`src/rtl/dvad_pkg.sv`:
```
// Package: widths, payload words, codes and month tables for the date adder.
`default_nettype none
package dvad_pkg;

  localparam int unsigned OffsetBits = 16;
  localparam int unsigned DayW       = OffsetBits + 1;
  localparam int unsigned YrW        = ((OffsetBits > 19) ? (OffsetBits - 7) : 12) + 2;
  localparam int unsigned YearW      = 12;
  localparam int unsigned CfgIdxW    = 3;
  localparam int unsigned CfgDataW   = 12;

  localparam logic [2:0] StatOk       = 3'd0;
  localparam logic [2:0] StatYearLim  = 3'd1;
  localparam logic [2:0] StatBadDay   = 3'd2;
  localparam logic [2:0] StatBadMonth = 3'd3;
  localparam logic [2:0] StatPastEnd  = 3'd4;
  localparam logic [2:0] StatNotLeap  = 3'd5;
  localparam logic [2:0] StatOutRange = 3'd6;

  typedef enum logic [CfgIdxW-1:0] {
    CfgMinYear    = 3'd0,
    CfgMaxYear    = 3'd1,
    CfgTodayDay   = 3'd2,
    CfgTodayMonth = 3'd3,
    CfgTodayYear  = 3'd4
  } cfg_idx_e;

  typedef struct packed {
    logic [4:0]                   day_in;
    logic [3:0]                   month_in;
    logic [YearW-1:0]             year_in;
    logic signed [OffsetBits-1:0] day_offset;
  } in_t;

  typedef struct packed {
    logic [4:0]       day_out;
    logic [3:0]       month_out;
    logic [YearW-1:0] year_out;
    logic [2:0]       status;
  } out_t;

  typedef struct packed {
    logic [YearW-1:0] min_year;
    logic [YearW-1:0] max_year;
    logic [4:0]       today_day;
    logic [3:0]       today_month;
    logic [YearW-1:0] today_year;
  } cfg_t;

  typedef struct packed {
    logic load;
    logic reduce;
    logic check;
    logic step;
  } cmd_t;

  typedef struct packed {
    logic rem_done;
    logic bad;
    logic settled;
  } sts_t;

  localparam logic [4:0] MonthDays [12] = '{
    5'd31, 5'd28, 5'd31, 5'd30, 5'd31, 5'd30, 5'd31, 5'd31, 5'd30, 5'd31, 5'd30, 5'd31
  };
  localparam logic [4:0] MonthMaxDays [12] = '{
    5'd31, 5'd29, 5'd31, 5'd30, 5'd31, 5'd30, 5'd31, 5'd31, 5'd30, 5'd31, 5'd30, 5'd31
  };

  // rem is the year modulo 400
  function automatic logic leap_of(input logic [11:0] rem);
    logic div4;
    logic div100;
    begin
      div4   = (rem[1:0] == 2'b00);
      div100 = (rem == 12'd100) || (rem == 12'd200) || (rem == 12'd300);
      leap_of = (div4 && !div100) || (rem == 12'd0);
    end
  endfunction

  // mon must be 1..12
  function automatic logic [4:0] month_len(input logic [3:0] mon, input logic leap);
    logic [3:0] idx;
    begin
      idx = mon - 4'd1;
      if (mon == 4'd2 && leap) begin
        month_len = 5'd29;
      end else if (idx < 4'd12) begin
        month_len = MonthDays[idx];
      end else begin
        month_len = MonthDays[0];
      end
    end
  endfunction

endpackage
`default_nettype wire

```
`src/rtl/dvad_cfg.sv`:
```
// Configuration registers: year limits and the current date.
`default_nettype none
module dvad_cfg (
  input  wire logic                           clk_i,
  input  wire logic                           rst_ni,
  input  wire logic                           cfg_we_i,
  input  wire logic [dvad_pkg::CfgIdxW-1:0]   cfg_idx_i,
  input  wire logic [dvad_pkg::CfgDataW-1:0]  cfg_wdata_i,
  output dvad_pkg::cfg_t                      cfg_o
);

  dvad_pkg::cfg_t cfg_q, cfg_d;

  always_comb begin
    cfg_d = cfg_q;
    if (cfg_we_i) begin
      unique case (cfg_idx_i)
        dvad_pkg::CfgMinYear:    cfg_d.min_year    = cfg_wdata_i[11:0];
        dvad_pkg::CfgMaxYear:    cfg_d.max_year    = cfg_wdata_i[11:0];
        dvad_pkg::CfgTodayDay:   cfg_d.today_day   = cfg_wdata_i[4:0];
        dvad_pkg::CfgTodayMonth: cfg_d.today_month = cfg_wdata_i[3:0];
        dvad_pkg::CfgTodayYear:  cfg_d.today_year  = cfg_wdata_i[11:0];
        default: cfg_d = cfg_q;
      endcase
    end
  end

  always_ff @(posedge clk_i or negedge rst_ni) begin
    if (!rst_ni) begin
      cfg_q.min_year    <= 12'd1902;
      cfg_q.max_year    <= 12'd2037;
      cfg_q.today_day   <= 5'd1;
      cfg_q.today_month <= 4'd1;
      cfg_q.today_year  <= 12'd2000;
    end else begin
      cfg_q <= cfg_d;
    end
  end

  assign cfg_o = cfg_q;

endmodule
`default_nettype wire

```
`src/rtl/dvad_ctrl.sv`:
```
// Sequencer: load, year reduction, date check, month stepping, result strobe.
`default_nettype none
module dvad_ctrl (
  input  wire logic          clk_i,
  input  wire logic          rst_ni,
  input  wire logic          start_i,
  input  wire dvad_pkg::sts_t sts_i,
  output dvad_pkg::cmd_t     cmd_o,
  output logic               busy_o,
  output logic               valid_o
);

  typedef enum logic [4:0] {
    StIdle   = 5'b00001,
    StReduce = 5'b00010,
    StCheck  = 5'b00100,
    StStep   = 5'b01000,
    StDone   = 5'b10000
  } state_e;

  state_e state_q, state_d;

  always_comb begin
    state_d = state_q;
    cmd_o   = '0;
    unique case (state_q)
      StIdle: begin
        if (start_i) begin
          cmd_o.load = 1'b1;
          state_d    = StReduce;
        end
      end
      StReduce: begin
        cmd_o.reduce = 1'b1;
        if (sts_i.rem_done) state_d = StCheck;
      end
      StCheck: begin
        cmd_o.check = 1'b1;
        state_d     = sts_i.bad ? StDone : StStep;
      end
      StStep: begin
        cmd_o.step = 1'b1;
        if (sts_i.settled) state_d = StDone;
      end
      StDone: begin
        state_d = StIdle;
      end
      default: state_d = StIdle;
    endcase
  end

  always_ff @(posedge clk_i or negedge rst_ni) begin
    if (!rst_ni) begin
      state_q <= StIdle;
    end else begin
      state_q <= state_d;
    end
  end

  assign busy_o  = (state_q != StIdle);
  assign valid_o = (state_q == StDone);

endmodule
`default_nettype wire

```
`src/rtl/dvad_dp.sv`:
```
// Datapath: operand registers, year mod 400 tracking, date check, month stepper.
`default_nettype none
module dvad_dp (
  input  wire logic            clk_i,
  input  wire dvad_pkg::in_t   in_i,
  input  wire dvad_pkg::cfg_t  cfg_i,
  input  wire dvad_pkg::cmd_t  cmd_i,
  output dvad_pkg::sts_t       sts_o,
  output dvad_pkg::out_t       out_o
);

  localparam int unsigned DayW = dvad_pkg::DayW;
  localparam int unsigned YrW  = dvad_pkg::YrW;
  localparam int unsigned OffW = dvad_pkg::OffsetBits;

  logic [4:0]                    d_q, d_d;
  logic [3:0]                    mon_q, mon_d;
  logic signed [YrW-1:0]         yr_q, yr_d;
  logic signed [OffW-1:0]        off_q, off_d;
  logic [11:0]                   rem_q, rem_d;
  logic signed [DayW-1:0]        day_q, day_d;
  dvad_pkg::out_t                out_q, out_d;

  logic                          leap_c, leap_p;
  logic [3:0]                    mon_p, mon_n;
  logic [11:0]                   rem_p, rem_n;
  logic [4:0]                    len_c, len_p;
  logic signed [DayW-1:0]        len_c_s, len_p_s;
  logic                          day_le0, day_gt;
  logic [2:0]                    chk;
  logic [3:0]                    midx;
  logic signed [YrW-1:0]         min_s, max_s;
  logic                          in_range;

  always_comb begin
    leap_c  = dvad_pkg::leap_of(rem_q);
    mon_p   = (mon_q == 4'd1) ? 4'd12 : mon_q - 4'd1;
    rem_p   = (mon_q != 4'd1) ? rem_q : ((rem_q == 12'd0) ? 12'd399 : rem_q - 12'd1);
    leap_p  = dvad_pkg::leap_of(rem_p);
    mon_n   = (mon_q == 4'd12) ? 4'd1 : mon_q + 4'd1;
    rem_n   = (mon_q != 4'd12) ? rem_q : ((rem_q == 12'd399) ? 12'd0 : rem_q + 12'd1);
    len_c   = dvad_pkg::month_len(mon_q, leap_c);
    len_p   = dvad_pkg::month_len(mon_p, leap_p);
    len_c_s = $signed({{(DayW-5){1'b0}}, len_c});
    len_p_s = $signed({{(DayW-5){1'b0}}, len_p});
    day_le0 = day_q[DayW-1] || (day_q == '0);
    day_gt  = day_q > len_c_s;
    min_s   = $signed({{(YrW-12){1'b0}}, cfg_i.min_year});
    max_s   = $signed({{(YrW-12){1'b0}}, cfg_i.max_year});
    in_range = (yr_q >= min_s) && (yr_q <= max_s);
    midx    = mon_q - 4'd1;

    priority if (!in_range) begin
      chk = dvad_pkg::StatYearLim;
    end else if (d_q == 5'd0) begin
      chk = dvad_pkg::StatBadDay;
    end else if (mon_q == 4'd0 || mon_q > 4'd12) begin
      chk = dvad_pkg::StatBadMonth;
    end else if (dvad_pkg::MonthMaxDays[midx] < d_q) begin
      chk = dvad_pkg::StatPastEnd;
    end else if (mon_q == 4'd2 && d_q == 5'd29 && !leap_c) begin
      chk = dvad_pkg::StatNotLeap;
    end else begin
      chk = dvad_pkg::StatOk;
    end
  end

  always_comb begin
    d_d   = d_q;
    mon_d = mon_q;
    yr_d  = yr_q;
    off_d = off_q;
    rem_d = rem_q;
    day_d = day_q;
    out_d = out_q;
    if (cmd_i.load) begin
      d_d   = (in_i.day_in == 5'd0) ? cfg_i.today_day : in_i.day_in;
      mon_d = (in_i.month_in == 4'd0) ? cfg_i.today_month : in_i.month_in;
      rem_d = (in_i.year_in == 12'd0) ? cfg_i.today_year : in_i.year_in;
      yr_d  = $signed({{(YrW-12){1'b0}}, rem_d});
      off_d = in_i.day_offset;
    end
    if (cmd_i.reduce && rem_q >= 12'd400) begin
      rem_d = rem_q - 12'd400;
    end
    if (cmd_i.check) begin
      day_d = $signed({{(DayW-5){1'b0}}, d_q}) + DayW'(off_q);
      if (chk != dvad_pkg::StatOk) begin
        out_d        = '0;
        out_d.status = chk;
      end
    end
    if (cmd_i.step) begin
      if (day_le0) begin
        mon_d = mon_p;
        rem_d = rem_p;
        yr_d  = (mon_q == 4'd1) ? yr_q - YrW'(1) : yr_q;
        day_d = day_q + len_p_s;
      end else if (day_gt) begin
        mon_d = mon_n;
        rem_d = rem_n;
        yr_d  = (mon_q == 4'd12) ? yr_q + YrW'(1) : yr_q;
        day_d = day_q - len_c_s;
      end else if (in_range) begin
        out_d.day_out   = day_q[4:0];
        out_d.month_out = mon_q;
        out_d.year_out  = yr_q[11:0];
        out_d.status    = dvad_pkg::StatOk;
      end else begin
        out_d        = '0;
        out_d.status = dvad_pkg::StatOutRange;
      end
    end
  end

  always_ff @(posedge clk_i) begin
    d_q   <= d_d;
    mon_q <= mon_d;
    yr_q  <= yr_d;
    off_q <= off_d;
    rem_q <= rem_d;
    day_q <= day_d;
    out_q <= out_d;
  end

  assign sts_o.rem_done = (rem_q < 12'd400);
  assign sts_o.bad      = (chk != dvad_pkg::StatOk);
  assign sts_o.settled  = !day_le0 && !day_gt;
  assign out_o          = out_q;

endmodule
`default_nettype wire

```
`src/rtl/date_validate_and_add_days.sv`:
```
// Top level: Gregorian date check and signed day offset.
// An item is taken when start_i is high while busy_o is low; busy_o stays high until
// the result word shows on out_o with valid_o for exactly one cycle, and it cannot be
// held off. The year is reduced modulo 400 by one subtract a cycle, and the month
// stepper walks one month per cycle over each month boundary the offset crosses.
// A rejected date skips the stepper. Configuration writes are taken at any time but
// are meant for idle periods.
`default_nettype none
module date_validate_and_add_days (
  input  wire logic                           clk_i,
  input  wire logic                           rst_ni,
  input  wire logic                           start_i,
  output logic                                busy_o,
  input  wire dvad_pkg::in_t                  in_i,
  output logic                                valid_o,
  output dvad_pkg::out_t                      out_o,
  input  wire logic                           cfg_we_i,
  input  wire logic [dvad_pkg::CfgIdxW-1:0]   cfg_idx_i,
  input  wire logic [dvad_pkg::CfgDataW-1:0]  cfg_wdata_i
);

  dvad_pkg::cfg_t cfg;
  dvad_pkg::cmd_t cmd;
  dvad_pkg::sts_t sts;
  logic           busy;

  dvad_cfg u_cfg (
    .clk_i       (clk_i),
    .rst_ni      (rst_ni),
    .cfg_we_i    (cfg_we_i),
    .cfg_idx_i   (cfg_idx_i),
    .cfg_wdata_i (cfg_wdata_i),
    .cfg_o       (cfg)
  );

  dvad_ctrl u_ctrl (
    .clk_i   (clk_i),
    .rst_ni  (rst_ni),
    .start_i (start_i && !busy),
    .sts_i   (sts),
    .cmd_o   (cmd),
    .busy_o  (busy),
    .valid_o (valid_o)
  );

  dvad_dp u_dp (
    .clk_i (clk_i),
    .in_i  (in_i),
    .cfg_i (cfg),
    .cmd_i (cmd),
    .sts_o (sts),
    .out_o (out_o)
  );

  assign busy_o = busy;

endmodule
`default_nettype wire

```
`config.mk`:
```
export PLATFORM = sky130hd
export DESIGN_NAME = date_validate_and_add_days
export DESIGN_NICKNAME = d
export VERILOG_FILES = /design/src/rtl/dvad_pkg.sv /design/src/rtl/dvad_cfg.sv /design/src/rtl/dvad_ctrl.sv /design/src/rtl/dvad_dp.sv /design/src/rtl/date_validate_and_add_days.sv
export SDC_FILE = /design/constraint.sdc
export NUM_CORES = 1
export LEC_CHECK = 0
export BUFFER_PORTS_ARGS = -buffer_cell sky130_fd_sc_hd__buf_2
export CORE_ASPECT_RATIO = 1.75
export CORE_MARGIN = 3
export CORE_UTILIZATION = 34
export CTS_CLUSTER_DIAMETER = 40
export CTS_CLUSTER_SIZE = 14
export DETAILED_ROUTE_END_ITERATION = 6
export REMOVE_ABC_BUFFERS = 1
export SLEW_MARGIN = 20
export SYNTH_ARGS = -nofsm -noshare
export SYNTH_HDL_FRONTEND = slang
export SYNTH_SLANG_ARGS = --single-unit
```
`constraint.sdc`:
```
create_clock -name clk_i -period 10.4 [get_ports clk_i]
set_input_delay 0.52 -clock clk_i [delete_from_list [all_inputs] [get_ports clk_i]]
set_output_delay 0.52 -clock clk_i [all_outputs]
set_load 0.01 [all_outputs]
```
==> results.cfg <==
[detailed_routing]
vias = 8755
dr.pass1.iters = 5
wl_um = 29800
wl_per_cell_um = 19.8
initialDrtViolationCount = 588
ant_nets = 0
vias_per_cell = 5.84
drc = 0

[sta]
hold_viol_final = 0
maxSlewHeadroom_pct = 26.8
fin_skew_ns = 0.0157
worstMarginPinSlew_ns = 1.09
drv_slew = 0
rsz0062_at_grt = no
max_freq_mhz = 180
final.setup.tns_ns = 0
finalCriticalPeriod_ns = 5.54
setup_viol_count_final = 0
finalCritPeriodShare_pct = 53.3

[grt]
globalRouteTotalUtil_pct = 19.6
grt_pass1_vias = 8764
grt_start_max_net_pins = 51
grt_antenna_before_repair = 0
grt_pass1_wl_um = 47000
grt-ovfl-total = 0

[die]
core_mm2 = 0.0274
rows = 80
die_w_um = 133
start_util_pct = 34.7
die_area_mm2 = 0.0301
pin_count = 82
die_y_um = 227

[clock_network]
cts_hold_buf = 0
postCtsResizedCells = 0
path_clk_slew_ns = 0.06
cts-root-buf = clkbuf_16
cts.path.max_buffers = 2
cts_made_buffers = 17
h-tree-depth = 4
cts_tree = done
post_cts_buffers = 0
cts_sinks = 142
clk_latency_ns = 0.44

[synthesis]
synthFlopType = edfxtp_1
ys_warn_count = 0
synth_seq_area_share_pct = 37.8
synth_area_leaders = edfxtp_1 (15%), dfxtp_1 (9.5%), dfstp_2 (7.2%), ha_1 (6.6%), dfrtp_1 (6.3%)
netlist.area_leader.share_pct = 14.8
syn-cell-area_mm2 = 0.00952
async_flop_share_pct = 35.2
ys_ff_latch = 142
synth.distinct_cells = 85
synth_cells = 1074
avgSynthCellArea_um2 = 8.87
synth_top_area_cell = edfxtp_1
synth_edf_count = 47

[worst_setup_path]
worst_ep_arrival_time_ns = 5.83
worstPathCellList = ha_1, or3b_2, a211oi_2, mux2_2, o2111ai_1, o211ai_1, a2111oi_1, o21bai_1, ha_1, inv_1, fa_1, or4b_2, nand2_1, nor3_1, and3_1, nand3_1, a22oi_1, o22ai_1
slowest_stage = a2111oi_1
cp-start-kind = flip-flop
cp_max_fo = 15
critPathCaptureType = flip-flop
crit_path_frequent_cell = ha_1
crit_required_ns = 10.69
slowest_delay_ns = 0.81
path_class = flip-flop to flip-flop

[power]
total_power_mw = 2.71
leakagePower_nw = 4.29
powerDensity_mw_per_mm2 = 249
ir_worst_vdd_mv = 0.118

[placed_design]
dpl.hpwl_um = 21900
numPortBuffers = 81
place_congestion = 0.951

[finish]
n_antenna_cell = 0
layout-drive-gt1-share_pct = 18.1
nets = 1226
syn2layout_area_growth_pct = 14.0

[worst_hold_path]
holdCritPathClass = input pin to asynchronous set/reset pin

[job]
max-cap-violations = 0

[status]
status = finished, final reports clean
==> registers in the layout, summed over array words and instances, names as in the netlist <==
name            flops
u_cfg.cfg_o        45
u_dp.out_o         24
u_dp.day_q         17
u_dp.off_q         16
u_dp.yr_q          14
u_dp.rem_q         12
u_ctrl.state_q      5
u_dp.d_q            5
u_dp.mon_q          4
==> final timing paths <==
kind / endpoint / depth (start not counted) / start / slack, ns
worst max-delay path: u_dp.day_q[16] / 18 / u_dp.mon_q[0] / 4.86
worst max register to register: u_dp.day_q[16] / 18 / u_dp.mon_q[0] / 4.86
worst min-delay path: u_cfg.cfg_o[11] / 2 / rst_ni / 0.20
max in group asynchronous: u_ctrl.state_q[4] / 2 / rst_ni / 9.73
worst min register to register: u_dp.out_o[4] / 1 / u_dp.out_o[4] / 0.47
min in group clk_i: u_dp.off_q[6] / 1 / in_i[6] / 0.26
==> placed cells by master, fill, tap and decap left out, types with 18 or more instances in the layout <==
master    instances
a21oi_1          55
o21ai_0          95
nand3_1          32
mux2_2           24
nor3_1           31
xor2_1           20
dfrtp_1          24
xnor2_1          24
ha_1             50
a22o_1           23
nor2_1           76
o22ai_1          21
dfxtp_1          45
o221ai_1         18
dfstp_2          26
edfxtp_1         47
buf_2            81
inv_1            57
nand2_1          91
==> synthesized netlist by cell type, types with 4 or more instances <==
cell and number:
a211o_1 7, a211oi_1 9, a21o_1 10, a21oi_1 57, a221o_1 15, a221oi_1 6
a22o_1 23, a22oi_1 9, a31o_2 4, and3_1 17, buf_1 5, buf_2 10
clkbuf_1 55, dfrtp_1 24, dfstp_2 26, dfxtp_1 45, edfxtp_1 47, ha_1 50
inv_1 57, mux2_2 24, mux2i_1 4, nand2_1 91, nand2b_1 6, nand3_1 32
nand3b_1 6, nand4_1 11, nor2_1 77, nor2b_1 8, nor3_1 32, nor3b_1 5
nor4_1 17, o2111ai_1 6, o211ai_1 14, o21ai_0 95, o21bai_1 4, o221ai_1 18
o22ai_1 21, or3_1 7, or4_1 4, xnor2_1 24, xor2_1 20
==> stage by stage <==
stage	worst slack, ns	hold slack (ns)	util [%]	cells	area [um^2]
final	4.86	0.200	39.6	1499	10900
after global routing	4.45	0.245	39.6	1499	10900
after CTS	4.90	0.220	39.5	1498	10800
after detailed placement	4.90	0.458	37.4	1466	10300
after global placement	4.99	0.457	37.4	1466	10300
after floorplan	5.71	0.224	-	1003	9240
==> power breakdown <==
| group | internal [mW] | switching [mW] |
|---|---|---|
| sequential | 0.754 | 0.265 |
| clock | 0.339 | 0.261 |
| combinational | 0.464 | 0.623 |
| total | 1.56 | 1.15 |
==> kinds of logic after synthesis <==
family                     share of synthesized area, %
AOI/OAI and AO/OA                                  24.6
adders and majority gates                          7.20
and+or+nand+nor                                    17.9
DFF                                                37.8
xor gates and xnor gates                           4.05
buffers and inverters                              5.19
muxes                                              3.26
==> worst max-delay path: cells and delay by family (launching register included) <==
family | cells | cell delay [ns]
compound gates | 7 | 1.90
fa+ha+maj | 3 | 0.86
buf+inv | 1 | 0.06
flops | 1 | 0.63
mux | 1 | 0.39
simple gates | 6 | 1.55
==> cell type report <==
| class | count | area, um^2 |
|---|---|---|
| fill | 2794 | 16600 |
| multi-input combinational | 804 | 5490 |
| tap | 369 | 462 |
| timing repair buffer | 95 | 518 |
| clock buffer | 18 | 439 |
| clock inverter | 14 | 133 |
| inverter | 57 | 214 |
| sequential | 142 | 3600 |
==> layer usage <==
layer / share of wire, % / track usage, %
met5: 0 / 0
met4: 3.8 / 9.73
met3: 4.8 / 2.81
met2: 52 / 36.3
met1: 39 / 21.8
Note: power is estimated with default switching activity, not from simulation.
